## src/design/length_prefixed_packet_deframer_unit_defines.svh

```systemverilog
// Assertion macros for the length-prefixed packet deframer.
// Included by the top level; needs no other file.
`ifndef LENGTH_PREFIXED_PACKET_DEFRAMER_UNIT_DEFINES_SVH
`define LENGTH_PREFIXED_PACKET_DEFRAMER_UNIT_DEFINES_SVH

// Same-cycle implication, disabled while reset is asserted.
`define LPD_ASSERT_NOW(lbl, clk, rstn, ante, cons) \
  lbl: assert property (@(posedge clk) disable iff (!(rstn)) (ante) |-> (cons)) \
    else $error("lpd assertion failed");

// Next-cycle implication, disabled while reset is asserted.
`define LPD_ASSERT_NEXT(lbl, clk, rstn, ante, cons) \
  lbl: assert property (@(posedge clk) disable iff (!(rstn)) (ante) |=> (cons)) \
    else $error("lpd assertion failed");

`endif

```

## src/design/lpd_pkg.sv

```systemverilog
// Shared types for the length-prefixed packet deframer.
// Used by lpd_front, lpd_fifo and the top level; depends on nothing.
`default_nettype none

package lpd_pkg;

  localparam int unsigned LenW = 15;

  typedef enum logic [1:0] {
    PHASE_HEADER = 2'd0,
    PHASE_BODY   = 2'd1,
    PHASE_HALT   = 2'd2
  } lpd_phase_e;

  typedef struct packed {
    logic [7:0] data_byte;
    logic       restart;
  } lpd_in_t;

  typedef struct packed {
    logic                body_valid;
    logic [7:0]          body_byte;
    logic [LenW-1:0]     body_offset;
    logic                packet_done;
    logic signed [15:0]  frame_id;
    logic [LenW-1:0]     body_length;
    logic                error_oversize;
  } lpd_out_t;

  typedef struct packed {
    logic full;
    logic empty;
  } lpd_fifo_stat_t;

endpackage

`default_nettype wire

```

## src/design/lpd_front.sv

```systemverilog
// Front end of the deframer: parses header bytes, tracks the body and
// builds one result per accepted byte. Depends on lpd_pkg.
`default_nettype none

module lpd_front #(
  parameter int unsigned HEADER_BYTES = 5
) (
  input  wire logic                           clk_i,
  input  wire logic                           rst_ni,
  input  wire logic                           accept_i,
  input  wire lpd_pkg::lpd_in_t               item_i,
  input  wire logic [lpd_pkg::LenW-1:0]       max_body_i,
  output lpd_pkg::lpd_out_t                   result_o
);

  localparam logic [2:0]  LastCount = 3'(HEADER_BYTES - 1);
  localparam logic [15:0] HdrSize   = 16'(HEADER_BYTES);

  lpd_pkg::lpd_phase_e        phase_q, phase_d;
  logic [2:0]                 hdr_cnt_q, hdr_cnt_d;
  logic [15:0]                size_q, size_d;
  logic [15:0]                id_q, id_d;
  logic [lpd_pkg::LenW-1:0]   rem_q, rem_d;
  logic [lpd_pkg::LenW-1:0]   pos_q, pos_d;

  // Header words including the byte taken this cycle.
  logic [15:0]                size_new, id_new;
  logic                       hdr_last;
  logic [lpd_pkg::LenW-1:0]   body_len;

  always_comb begin
    size_new = size_q;
    id_new   = id_q;
    unique case (hdr_cnt_q)
      3'd0:    size_new = {size_q[15:8], item_i.data_byte};
      3'd1:    size_new = {item_i.data_byte, size_q[7:0]};
      3'd2:    id_new   = {id_q[15:8], item_i.data_byte};
      3'd3:    id_new   = {item_i.data_byte, id_q[7:0]};
      default: ;
    endcase
    hdr_last = (hdr_cnt_q == LastCount);
    // Negative or short total size means an empty body.
    if (!size_new[15] && (size_new > HdrSize)) begin
      body_len = lpd_pkg::LenW'(size_new - HdrSize);
    end else begin
      body_len = '0;
    end
  end

  // Next state.
  always_comb begin
    phase_d   = phase_q;
    hdr_cnt_d = hdr_cnt_q;
    size_d    = size_q;
    id_d      = id_q;
    rem_d     = rem_q;
    pos_d     = pos_q;
    if (item_i.restart) begin
      phase_d   = lpd_pkg::PHASE_HEADER;
      hdr_cnt_d = '0;
      size_d    = '0;
      id_d      = '0;
      rem_d     = '0;
      pos_d     = '0;
    end else begin
      unique case (phase_q)
        lpd_pkg::PHASE_HEADER: begin
          size_d    = size_new;
          id_d      = id_new;
          hdr_cnt_d = hdr_cnt_q + 3'd1;
          if (hdr_last) begin
            hdr_cnt_d = '0;
            if (body_len == '0) begin
              phase_d = lpd_pkg::PHASE_HEADER;
              size_d  = '0;
              id_d    = '0;
              rem_d   = '0;
              pos_d   = '0;
            end else if (body_len > max_body_i) begin
              phase_d = lpd_pkg::PHASE_HALT;
            end else begin
              phase_d = lpd_pkg::PHASE_BODY;
              rem_d   = body_len;
              pos_d   = '0;
            end
          end
        end
        lpd_pkg::PHASE_BODY: begin
          pos_d = pos_q + 1'b1;
          rem_d = rem_q - 1'b1;
          if (rem_q == lpd_pkg::LenW'(1)) begin
            phase_d   = lpd_pkg::PHASE_HEADER;
            hdr_cnt_d = '0;
            size_d    = '0;
            id_d      = '0;
            rem_d     = '0;
            pos_d     = '0;
          end
        end
        default: phase_d = lpd_pkg::PHASE_HALT;
      endcase
    end
  end

  // Result for the byte at the input.
  always_comb begin
    result_o = '0;
    if (!item_i.restart) begin
      unique case (phase_q)
        lpd_pkg::PHASE_HEADER: begin
          if (hdr_last) begin
            if (body_len == '0) begin
              result_o.packet_done = 1'b1;
              result_o.frame_id    = id_new;
            end else if (body_len > max_body_i) begin
              result_o.error_oversize = 1'b1;
            end
          end
        end
        lpd_pkg::PHASE_BODY: begin
          result_o.body_valid  = 1'b1;
          result_o.body_byte   = item_i.data_byte;
          result_o.body_offset = pos_q;
          result_o.frame_id    = id_q;
          result_o.body_length = pos_q + rem_q;
          result_o.packet_done = (rem_q == lpd_pkg::LenW'(1));
        end
        default: result_o.error_oversize = 1'b1;
      endcase
    end
  end

  always_ff @(posedge clk_i or negedge rst_ni) begin
    if (!rst_ni) begin
      phase_q   <= lpd_pkg::PHASE_HEADER;
      hdr_cnt_q <= '0;
      size_q    <= '0;
      id_q      <= '0;
      rem_q     <= '0;
      pos_q     <= '0;
    end else if (accept_i) begin
      phase_q   <= phase_d;
      hdr_cnt_q <= hdr_cnt_d;
      size_q    <= size_d;
      id_q      <= id_d;
      rem_q     <= rem_d;
      pos_q     <= pos_d;
    end
  end

endmodule

`default_nettype wire

```

## src/design/lpd_fifo.sv

```systemverilog
// Short result queue between the parser front end and the output side.
// Depends on lpd_pkg.
`default_nettype none

module lpd_fifo #(
  parameter int unsigned DEPTH = 4
) (
  input  wire logic                  clk_i,
  input  wire logic                  rst_ni,
  input  wire logic                  wr_i,
  input  wire lpd_pkg::lpd_out_t     wr_data_i,
  input  wire logic                  rd_i,
  output lpd_pkg::lpd_out_t          rd_data_o,
  output lpd_pkg::lpd_fifo_stat_t    stat_o
);

  localparam int unsigned PtrW = (DEPTH > 1) ? $clog2(DEPTH) : 1;
  localparam int unsigned CntW = $clog2(DEPTH + 1);
  localparam logic [PtrW-1:0] LastPtr = PtrW'(DEPTH - 1);

  lpd_pkg::lpd_out_t   mem_q [DEPTH];
  logic [PtrW-1:0]     wr_ptr_q, wr_ptr_d;
  logic [PtrW-1:0]     rd_ptr_q, rd_ptr_d;
  logic [CntW-1:0]     cnt_q, cnt_d;
  logic                do_wr, do_rd;

  assign stat_o.full  = (cnt_q == CntW'(DEPTH));
  assign stat_o.empty = (cnt_q == '0);
  assign do_wr = wr_i && !stat_o.full;
  assign do_rd = rd_i && !stat_o.empty;
  assign rd_data_o = mem_q[rd_ptr_q];

  always_comb begin
    wr_ptr_d = wr_ptr_q;
    rd_ptr_d = rd_ptr_q;
    cnt_d    = cnt_q;
    if (do_wr) begin
      wr_ptr_d = (wr_ptr_q == LastPtr) ? '0 : wr_ptr_q + 1'b1;
    end
    if (do_rd) begin
      rd_ptr_d = (rd_ptr_q == LastPtr) ? '0 : rd_ptr_q + 1'b1;
    end
    if (do_wr && !do_rd) begin
      cnt_d = cnt_q + 1'b1;
    end else if (do_rd && !do_wr) begin
      cnt_d = cnt_q - 1'b1;
    end
  end

  always_ff @(posedge clk_i or negedge rst_ni) begin
    if (!rst_ni) begin
      wr_ptr_q <= '0;
      rd_ptr_q <= '0;
      cnt_q    <= '0;
    end else begin
      wr_ptr_q <= wr_ptr_d;
      rd_ptr_q <= rd_ptr_d;
      cnt_q    <= cnt_d;
    end
  end

  always_ff @(posedge clk_i) begin
    if (do_wr) begin
      mem_q[wr_ptr_q] <= wr_data_i;
    end
  end

endmodule

`default_nettype wire

```

## src/design/length_prefixed_packet_deframer_unit.sv

```systemverilog
// Top level of the length-prefixed packet deframer: parser front end plus
// result queue. Depends on lpd_pkg, lpd_front, lpd_fifo and the defines header.
//
// Usage:
//   Input channel: drive in_item_i (data_byte, restart) and raise push; a byte
//   transfers at a rising edge with push high and full low.
//   Result channel: while empty is low the oldest result sits on out_item_o;
//   it transfers at a rising edge with pop high.
//   Every input transfer yields exactly one result item.
//   Each result is written into the queue at the edge of its input transfer.
//   Throughput: one byte per clock while full is low; full rises only after
//   FIFO_DEPTH results wait untaken.
//   When the receiver stalls, results pile up in the queue; once it is full
//   the block holds full high and takes no bytes until a pop frees a slot.
//   Reset clears the queue and the parser and sets max_body_q to 1024.
//   Write cfg_we_i/cfg_data_i only while idle; the value applies to the next
//   header that ends.
`default_nettype none
`include "length_prefixed_packet_deframer_unit_defines.svh"

module length_prefixed_packet_deframer_unit #(
  parameter int unsigned HEADER_BYTES = 5,
  parameter int unsigned FIFO_DEPTH   = 4
) (
  input  wire logic                      clk_i,
  input  wire logic                      rst_ni,
  input  wire logic                      push,
  output logic                           full,
  input  wire lpd_pkg::lpd_in_t          in_item_i,
  input  wire logic                      pop,
  output logic                           empty,
  output lpd_pkg::lpd_out_t              out_item_o,
  input  wire logic                      cfg_we_i,
  input  wire logic [lpd_pkg::LenW-1:0]  cfg_data_i
);

  logic [lpd_pkg::LenW-1:0] max_body_q;
  logic                     in_xfer;
  lpd_pkg::lpd_out_t        front_res;
  lpd_pkg::lpd_fifo_stat_t  fifo_stat;

  // Hold the limit until a new value is written.
  always_ff @(posedge clk_i or negedge rst_ni) begin
    if (!rst_ni) begin
      max_body_q <= lpd_pkg::LenW'(1024);
    end else if (cfg_we_i) begin
      max_body_q <= cfg_data_i;
    end
  end

  assign in_xfer = push && !fifo_stat.full;

  // Advance the parser on every input transfer.
  lpd_front #(
    .HEADER_BYTES(HEADER_BYTES)
  ) u_front (
    .clk_i      (clk_i),
    .rst_ni     (rst_ni),
    .accept_i   (in_xfer),
    .item_i     (in_item_i),
    .max_body_i (max_body_q),
    .result_o   (front_res)
  );

  // Queue results so the two sides stall independently.
  lpd_fifo #(
    .DEPTH(FIFO_DEPTH)
  ) u_fifo (
    .clk_i     (clk_i),
    .rst_ni    (rst_ni),
    .wr_i      (in_xfer),
    .wr_data_i (front_res),
    .rd_i      (pop),
    .rd_data_o (out_item_o),
    .stat_o    (fifo_stat)
  );

  assign full  = fifo_stat.full;
  assign empty = fifo_stat.empty;

  // A full queue is never empty.
  `LPD_ASSERT_NOW(a_full_not_empty, clk_i, rst_ni, full, !empty)
  // A transfer into an empty queue with no pop shows a result next cycle.
  `LPD_ASSERT_NEXT(a_push_shows, clk_i, rst_ni, push && !full && empty && !pop, !empty)
  // An oversize error item carries no body byte and no completion.
  `LPD_ASSERT_NOW(a_err_alone, clk_i, rst_ni, !empty && out_item_o.error_oversize,
                  !out_item_o.body_valid && !out_item_o.packet_done)
  // A body byte always lies inside its packet's body.
  `LPD_ASSERT_NOW(a_offset_in_body, clk_i, rst_ni, !empty && out_item_o.body_valid,
                  out_item_o.body_offset < out_item_o.body_length)

endmodule

`default_nettype wire

```

## config.mk

```make
export PLATFORM = sky130hd
export DESIGN_NAME = length_prefixed_packet_deframer_unit
export DESIGN_NICKNAME = d
export VERILOG_FILES = /design/src/design/lpd_pkg.sv /design/src/design/lpd_front.sv /design/src/design/lpd_fifo.sv /design/src/design/length_prefixed_packet_deframer_unit.sv
export VERILOG_INCLUDE_DIRS = /design/src /design/src/design
export SDC_FILE = /design/constraint.sdc
export NUM_CORES = 1
export LEC_CHECK = 0
export BUFFER_PORTS_ARGS = -buffer_cell sky130_fd_sc_hd__buf_2
export CORE_AREA = 4 4 170 172
export DETAILED_ROUTE_END_ITERATION = 10
export DIE_AREA = 0 0 174 176
export GPL_ROUTABILITY_DRIVEN = 0
export PLACE_DENSITY = 0.81
export SYNTH_ARGS = -nofsm -noshare
export SYNTH_HDL_FRONTEND = slang
export SYNTH_SLANG_ARGS = --single-unit
```

## constraint.sdc

```tcl
create_clock -name clk_i -period 8.3 [get_ports clk_i]
set_input_delay 0 -clock clk_i [delete_from_list [all_inputs] [get_ports clk_i]]
set_output_delay 0 -clock clk_i [all_outputs]
set_load 0.01 [all_outputs]
```

==> impl_metrics.toml, run 1 <==
[run_status]
status = "complete, no violations"

[sta]
fin_crit_sh_pct = 77.0
slew_headroom_pct = 23.1
final-max-slew-violation-count = 0
timing_hold_violations_final = 0
fin_crit_ps = 6390
setup_slack_ps = 1910
tns_ps = 0
finClkSkew_ps = 23.5
fmax_mhz = 156
rsz0062_at_grt = "false"
finalSetupViolations = 0
tightest_slew_ps = 1150

[clocking]
root_buffer = "clkbuf_16"
cts.clk_slew.worst_paths_ps = 60
clkSinkCount = 317
clkLatencyLatePin_ps = 560
numCtsBuffers = 31
cts_htree_levels = 1
tritoncts = "built"
cts_max_path_buffers = 3
ctsResizeCount = 0

[setup_path]
cp_max_fo = 30
worst_ep_arrival_time_ps = 6820
crit_chain = "inv_1 -> ha_1 -> or3b_1 -> a22oi_1 -> ha_1 -> nor2b_1 -> a21oi_1 -> nor2_1 -> o31ai_2 -> nor2_1 -> ha_1 -> and3_1 -> nand2_1 -> nor2_1 -> nand3_1 -> a221oi_1 -> o2111a_1 -> buf_4 -> or2_4 -> mux2_4"
crit_path_start_kind = "register"
worstSetupEndpointType = "register"
slowest_delay_ps = 840
r2r_setup_slack_ps = 1910
crit_buf_inv = 2
required_ps = 8730
critPathSlowestCell = "o31ai_2"
cp_top_family = "compound AO/OA/AOI/OAI gates"
critPathKind = "register to register"

[global_route]
antenna_found_initial = 1
grt_pass1_wl_um = 54200
overflow = 0
grt_pass1_vias = 9857
grtUsageTotal_pct = 21.8
grt_max_degree = 62

[yosys]
synth_top_area_cell = "edfxtp_1"
synth_area_leaders = "edfxtp_1 (46%), dfrtp_1 (15%), mux4_2 (8.6%)"
synthDistinctLibCells = 80
ys_seq_area_share_pct = 60.9
synth_cells = 1072
synth_edf_count = 228
netlist.area_leader.share_pct = 45.9
synth_seq_cells = 317
netlist_area_mm2 = 0.0149
syn-num-nets = 1145
ys.flop_type = "edfxtp_1"
syn-mean-instance-area_um2 = 13.9
async_flop_share_pct = 28.1
ys_warn_count = 0

[cells_and_area]
drive_gt1_share_pct = 19.6
antenna-diode-count = 0
stdcell_count = 1577
area_growth_syn_to_layout_pct = 15.5
final_area_mm2 = 0.0172
finish.net_count = 1279
layout.cells.most_common_list = "edfxtp_1 (228), buf_2 (86), dfrtp_1 (86), nor2_1 (74), dlygate4sd3_1 (58)"
post-route-util_pct = 62.7
final_common_cell = "edfxtp_1"

[placement]
place_inst = 1460
dpl_worst_slack_ps = 2110
dp_hpwl_um = 20500
port_buffers = 87
placed_area_mm2 = 0.0156

[detailed_routing]
ant_nets = 0
dr.pass1.iters = 5
viasPerCell = 6.14
drtIter0Drc = 996
dr_wl_met2_um = 16300
topRoutingLayerUsed = "met5"
vias = 9687
drc = 0
routed_wl_um = 33100
route.met3.wl_um = 2090
m1WireLength_um = 14000
drt-wirelength-per-cell_um = 21.0

[power]
p_leak_nw = 6.61
powerDensity_mw_per_mm2 = 365
ir_drop_mv = 0.211

[min_path]
hold_path_class = "input pin to register"

[job]
max_cap_violations = 0

[floorplan]
die_w_um = 174
core-area_mm2 = 0.0275
dieArea_mm2 = 0.0306
die_h_um = 176
initial_core_util_pct = 54.3
rows = 61
ios = 88
-- synth_stat cells, drive strengths merged, types with 3 or more instances --
cell and count:
buf 18, nor2 76, mux2 6, o221ai 4, and2 43, nand3 9
xnor2 22, or3 6, o211ai 3, a21oi 27, a32o 3, or2 4
a22oi 17, nor3 24, and3 15, dfrtp 88, o21ai 49, nor2b 8
ha 42, o21bai 5, clkbuf 39, inv 41, nand2b 9, mux4 57
or3b 5, a211oi 8, o31ai 48, a21boi 3, nor4 4, nand2 55
or4 4, xor2 10, nand4 6, a22o 28, edfxtp 228, a21o 9
a31oi 7, o41ai 10
-- worst paths after layout --
check,from,endpoint,cells after the start
setup / recovery,u_front.hdr_cnt_q[0],u_front.rem_q[8],20
hold / removal,in_item_i[8],u_front.id_q[15],3
setup reg to reg,u_front.hdr_cnt_q[0],u_front.rem_q[8],20
hold reg to reg,u_front.size_q[15],u_front.size_q[15],2
max in group asynchronous,rst_ni,u_fifo.rd_ptr_q[0],4
min in group asynchronous,rst_ni,u_front.size_q[6],4
-- metal layers --
layer	GRT usage [%]	up-vias
met5	0	-
met2	35.9	363
met3	3.02	60
met1	31.3	4842
met4	5.54	2
li1	-	4420
-- logic make-up after synthesis --
family,count (synthesis),synth area share [%]
AOI/OAI and AO/OA,240,12.0
xor gates and xnor gates,32,1.88
adders and majority gates,44,3.79
buffers and inverters,98,2.77
muxes,64,9.21
DFF,317,60.9
and+or+nand+nor,277,9.51
-- sequential cells by signal, summed over array words and instances (netlist names) --
register           count
u_front.rem_q         15
u_front.id_q          16
u_front.hdr_cnt_q      3
u_front.pos_q         15
max_body_q            15
u_fifo.wr_ptr_q        2
u_front.phase_q        2
u_front.size_q        16
u_fifo.mem_q         228
u_fifo.cnt_q           3
u_fifo.rd_ptr_q        2
-- tightest hold or removal path, delay by kind of cell --
family | cells | cell delay [ps]
buffers and inverters | 2 | 750
AO/OA/AOI/OAI | 1 | 170
-- final cells by class --
type,count,area [µm²]
fillers,1970,10300
clock inverters,15,148
flip-flops and latches,317,9080
multi-input cells,657,5430
well taps,346,433
clock buffers,43,851
inverters,41,154
repair buffers,158,1130
-- through the flow --
step,hold WS (ps),total power [W]
after floorplan,-296,0.00416
after global placement,-55.5,0.00482
after CTS,355,0.00629
after detailed placement,-50.6,0.00488
final,399,0.00628
after global routing,393,0.00666
-- timing repair --
| action | in CTS | in global routing |
|---|---|---|
| buffers inserted | 0 | 0 |
| hold endpoints to repair | 108 | 0 |
| hold buffers | 59 | 0 |
-- power breakdown --
part | internal [W] | total (W) | switching (W)
sequential | 0.00208 | 0.00232 | 0.000236
combinational | 0.00105 | 0.00260 | 0.00155
clock | 0.000782 | 0.00135 | 0.000573
No activity file was read; power rests on OpenSTA's default activity.
==> inputs of run 2 (changes only) <==
--- a/config.mk
+++ b/config.mk
@@ -11,7 +11,7 @@
 export DETAILED_ROUTE_END_ITERATION = 10
 export DIE_AREA = 0 0 174 176
 export GPL_ROUTABILITY_DRIVEN = 0
-export PLACE_DENSITY = 0.81
+export PLACE_DENSITY = 0.84
 export SYNTH_ARGS = -nofsm -noshare
 export SYNTH_HDL_FRONTEND = slang
 export SYNTH_SLANG_ARGS = --single-unit
==> constraint.sdc (replaced) <==
create_clock -name clk_i -period 5.6 [get_ports clk_i]
set_input_delay 0 -clock clk_i [delete_from_list [all_inputs] [get_ports clk_i]]
set_output_delay 0 -clock clk_i [all_outputs]
set_load 0.01 [all_outputs]
==> impl_metrics.toml, run 2 (synthesized netlist as in run 1, its figures left out) <==
[run_status]
status = "complete, no violations"

[setup_path]
crit_start = "u_front.hdr_cnt_q[0]"
worstSetupEndpointType = "register"
cpMostUsedCell = "ha_1"
timing.rr.start = "u_front.hdr_cnt_q[0]"
worst_ep_arrival_time_ps = 5580
cp_top_family = "compound AO/OA/AOI/OAI gates"
cp_max_fo = 15
required_ps = 5990
critPathKind = "register to register"
critPathSlowestCell = "or3b_1"
crit_path_start_kind = "register"
crit_chain = "inv_1 -> ha_1 -> or3b_1 -> a22oi_2 -> ha_1 -> nor2b_1 -> a21oi_2 -> nor2_1 -> o31a_1 -> and2_1 -> ha_1 -> nor2b_1 -> o21ai_0 -> nand2b_1 -> o221ai_1 -> o22ai_1 -> a21oi_1 -> a221oi_1 -> o2111a_1 -> or2_4 -> mux2_4"
crit_buf_inv = 1
slowest_delay_ps = 470

[cells_and_area]
stdcell_count = 1588
area_growth_syn_to_layout_pct = 16.5
layout.cells.most_common_list = "edfxtp_1 (228), buf_2 (86), dfrtp_1 (86), nor2_1 (74), mux4_2 (57)"
finish.net_count = 1289
drive_gt1_share_pct = 21.0
antenna-diode-count = 0
final_common_cell = "edfxtp_1"
top_register = "u_fifo.mem_q"
n_fill_cell = 1914
largest_register_ffs = 228
top_regs = "u_fifo.mem_q x228, u_front.id_q x16, u_front.size_q x16"

[floorplan]
dieArea_mm2 = 0.0306
die_w_um = 174
ios = 88
initial_core_util_pct = 54.3
core-area_mm2 = 0.0275
die_h_um = 176
rows = 61

[sta]
finalSetupViolations = 0
final-max-slew-violation-count = 0
fin_crit_ps = 5190
setup_slack_ps = 408
finClkSkew_ps = 16.7
fmax_mhz = 193
tightest_slew_ps = 1100
fin_crit_sh_pct = 92.7
timing_hold_violations_final = 0
hold_ws_ps = 20.4
slew_headroom_pct = 26.2

[detailed_routing]
ant_nets = 0
drtIter0Drc = 925
dr.pass1.iters = 7
drc = 0
drt-wirelength-per-cell_um = 22.2
viasPerCell = 6.30
vias = 10000
routed_wl_um = 35200

[global_route]
grt_max_degree = 63
grtUsageTotal_pct = 22.7
antenna_found_initial = 0
grt_pass1_wl_um = 55400
grt_pass1_vias = 10100
overflow = 0

[placement]
port_buffers = 87
place_inst = 1470
dpl_worst_slack_ps = 242
dp_hpwl_um = 21600

[min_path]
hold_path_class = "input pin to asynchronous set/reset pin"

[clocking]
cts_htree_levels = 2
clkLatencyLatePin_ps = 510
cts_max_path_buffers = 3
numCtsBuffers = 34
tritoncts = "built"
root_buffer = "clkbuf_16"
cts.clk_slew.worst_paths_ps = 60
clkSinkCount = 317

[power]
clkPwrFrac_pct = 22.3
p_seq_share_pct = 35.8
powerDensity_mw_per_mm2 = 552
p_leak_nw = 6.69
ir_drop_mv = 0.364
internal-power_w = 0.00594
p_comb_share_pct = 41.9
total_power_w = 0.00959
power.share.switching_pct = 38.1
p_sw_w = 0.00365

[job]
max_cap_violations = 0
run 2: worst paths after layout:
| kind | end | slack, ps | cells past startpoint |
|---|---|---|---|
| min in group clk_i | max_body_q[0] | 40 | 2 |
| max | u_front.rem_q[8] | 410 | 21 |
| max in group asynchronous | u_fifo.rd_ptr_q[0] | 4690 | 3 |
| max reg2reg | u_front.rem_q[8] | 410 | 21 |
| min reg2reg | u_front.id_q[1] | 500 | 1 |
| min | max_body_q[14] | 20 | 3 |
run 2: repair_timing:
action	in CTS	in global routing
setup endpoints to repair	0	35
hold buffers	55	0
gates resized for setup	0	7
buffers inserted	0	0
endpoints found under the hold margin	65	0
run 2: area by class of cell:
type	count	area, µm²	area share, %
Sequential cell	317	9080	52.3
Clock buffer	40	915	5.26
Inverter	41	154	0.886
Timing Repair Buffer	164	1160	6.70
Multi-Input combinational cell	658	5470	31.5
Tap cell	346	433	2.49
Clock inverter	22	161	0.929
run 2: power groups by stage:
stage | sequential [W] | combinational (W) | clock [W]
2_1_floorplan | 0.00330 | 0.00286 | 0
3_3_place_gp | 0.00341 | 0.00379 | 0
3_5_place_dp | 0.00345 | 0.00386 | 0
4_1_cts | 0.00342 | 0.00395 | 0.00216
5_1_grt | 0.00348 | 0.00436 | 0.00226
6_report | 0.00344 | 0.00402 | 0.00214
run 2: per-layer routing:
| layer | track usage, % | up-vias | share of wire (%) |
|---|---|---|---|
| met2 | 39.5 | 447 | 51 |
| li1 | - | 4430 | - |
| met5 | 0 | - | 0 |
| met4 | 5.91 | 0 | 1.9 |
| met1 | 30.2 | 5069 | 40 |
| met3 | 3.49 | 55 | 6.8 |
run 2: metrics by stage:
stage / util (%) / cell area [µm²] / setup TNS [ps]
final: 63.2 / 17400 / 0
after global routing: 63.2 / 17400 / -5.40
after CTS: 63.1 / 17300 / 0
after detailed placement: 57.1 / 15700 / 0
after global placement: 57.1 / 15700 / 0
after floorplan: - / 14900 / 0
run 2: worst min-delay path, cell delays in order:
cell           delay, ps
dlygate4sd3_1        520
buf_4                160
buf_12               190
==> inputs of run 3 (changes only) <==
--- a/config.mk
+++ b/config.mk
@@ -11,7 +11,8 @@
 export DETAILED_ROUTE_END_ITERATION = 10
 export DIE_AREA = 0 0 174 176
 export GPL_ROUTABILITY_DRIVEN = 0
-export PLACE_DENSITY = 0.84
+export PLACE_DENSITY = 0.81
+export REMOVE_ABC_BUFFERS = 1
 export SYNTH_ARGS = -nofsm -noshare
 export SYNTH_HDL_FRONTEND = slang
 export SYNTH_SLANG_ARGS = --single-unit
==> constraint.sdc (replaced) <==
create_clock -name clk_i -period 6.7 [get_ports clk_i]
set_input_delay 0 -clock clk_i [delete_from_list [all_inputs] [get_ports clk_i]]
set_output_delay 0 -clock clk_i [all_outputs]
set_load 0.01 [all_outputs]
==> impl_metrics.toml, run 3 (synthesized netlist as in run 1, its figures left out) <==
[cells_and_area]
top_register = "u_fifo.mem_q"
multiInputGateArea_mm2 = 0.00543
regArea_mm2 = 0.00908
final_common_cell = "edfxtp_1"
stdcell_count = 1581
n_fill_cell = 1990
top_regs = "u_fifo.mem_q x228, u_front.id_q x16, u_front.size_q x16"
drive_gt1_share_pct = 19.6
largest_register_ffs = 228
layout.cells.most_common_list = "edfxtp_1 (228), buf_2 (86), dfrtp_1 (86), nor2_1 (74), dlygate4sd3_1 (58)"
finish.net_count = 1283
area_growth_syn_to_layout_pct = 16.0

[sta]
finClkSkew_ps = 10.9
fmax_mhz = 168
tightest_slew_ps = 1080
rsz0062_at_grt = "false"
setup_slack_ps = 762
timing_hold_violations_final = 0
finalSetupViolations = 0
tns_ps = 0
slew_headroom_pct = 27.6
final-max-slew-violation-count = 0
fin_crit_sh_pct = 88.6
fin_crit_ps = 5940

[global_route]
grt_pass1_wl_um = 52400
grtUsageTotal_pct = 21.1
overflow = 0
grtUsageMet1_pct = 29.0
grt_pass1_vias = 9810
use_met3_pct = 2.61
grt.busiest_layer = "met2"
use_met2_pct = 35.5
antenna_found_initial = 1
grt_max_degree = 59

[detailed_routing]
drc = 0
viasPerCell = 6.15
ant_nets = 0
vias = 9729
drt-wirelength-per-cell_um = 20.4
dr.pass1.iters = 5
drtIter0Drc = 912
routed_wl_um = 32200

[floorplan]
ios = 88
core-area_mm2 = 0.0275
dieArea_mm2 = 0.0306
rows = 61
initial_core_util_pct = 54.3
die_h_um = 176
die_w_um = 174

[placement]
dp_hpwl_um = 19900
place_inst = 1464
dpl_worst_slack_ps = 879
port_buffers = 87

[run_status]
status = "complete, no violations"

[min_path]
hold_path_class = "input pin to register"

[clocking]
clkLatencyLatePin_ps = 550
ctsResizeCount = 0
root_buffer = "clkbuf_16"
numCtsBuffers = 31
cts_htree_levels = 1
cts_setup_buffers = 0
cts.clk_slew.worst_paths_ps = 70
tritoncts = "built"
cts_max_path_buffers = 3
cts_hold_buf = 59
clkSinkCount = 317

[job]
max_cap_violations = 0

[setup_path]
cpMostUsedCell = "ha_1"
worstSetupEndpointType = "register"
r2r_setup_slack_ps = 760
slowest_delay_ps = 610
worst_ep_arrival_time_ps = 6380
crit_path_start_kind = "register"
critPathKind = "register to register"
crit_chain = "inv_1 -> ha_1 -> or3b_1 -> a22oi_1 -> ha_1 -> nor2b_1 -> a21oi_1 -> nor2_1 -> o31a_1 -> and2_1 -> ha_1 -> nor2b_1 -> o21ai_0 -> nand2b_1 -> o221ai_1 -> o22ai_1 -> a21oi_1 -> a221oi_1 -> o2111a_1 -> buf_4 -> or2_4 -> mux2_4"
required_ps = 7140
critPathSlowestCell = "or3b_1"
cp_max_fo = 30

[power]
powerDensity_mw_per_mm2 = 454
ir_drop_mv = 0.248
p_leak_nw = 6.64
==> run 3: worst paths after layout <==
kind,end,depth (start not counted),startpoint
min in group asynchronous,u_front.size_q[3],4,rst_ni
setup reg to reg,u_front.rem_q[14],22,u_front.hdr_cnt_q[0]
hold reg to reg,u_fifo.cnt_q[2],1,u_fifo.cnt_q[2]
max in group asynchronous,u_front.pos_q[0],4,rst_ni
setup / recovery,u_front.rem_q[14],22,u_front.hdr_cnt_q[0]
hold / removal,u_front.id_q[5],3,in_item_i[6]
==> run 3: per-layer routing <==
metal	up-vias	part of all wire, %
met5	-	0
met4	0	2.6
met3	63	6.5
met2	387	49
met1	4858	42
li1	4421	-
==> run 3: area by class of cell <==
cell class / count / share of cell area, %
Sequential cell: 317 / 52.5
Multi-Input combinational cell: 657 / 31.4
Timing Repair Buffer: 162 / 6.70
Clock buffer: 44 / 4.77
Tap cell: 346 / 2.50
Clock inverter: 13 / 1.22
Inverter: 41 / 0.890
Antenna cell: 1 / 0.0145
==> run 3: stage by stage <==
| stage | cell area [µm²] | power [W] | hold WS [ps] | utilization, % |
|---|---|---|---|---|
| detailed placement | 15700 | 0.00605 | -33.3 | 57.0 |
| CTS | 17300 | 0.00787 | 371 | 62.9 |
| global placement | 15700 | 0.00597 | -37.3 | 57.0 |
| finish | 17300 | 0.00785 | 403 | 62.9 |
| global route | 17300 | 0.00832 | 399 | 62.9 |
| floorplan | 14700 | 0.00507 | -296 | - |
==> run 3: critical path: cells and delay by family, from the launching register on <==
kind            cells  cell delay [ps]
fa+ha+maj           3              830
simple gates        7             1720
compound gates      9             2110
flops               1              410
buf+inv             2              410
mux                 1              330
==> run 3: power by group <==
group | leakage (nW) | total [W] | switching [W] | internal (W)
Clock | 0.495 | 0.00177 | 0.000713 | 0.00105
Combinational | 2.84 | 0.00324 | 0.00192 | 0.00132
Sequential | 3.31 | 0.00285 | 0.000268 | 0.00258
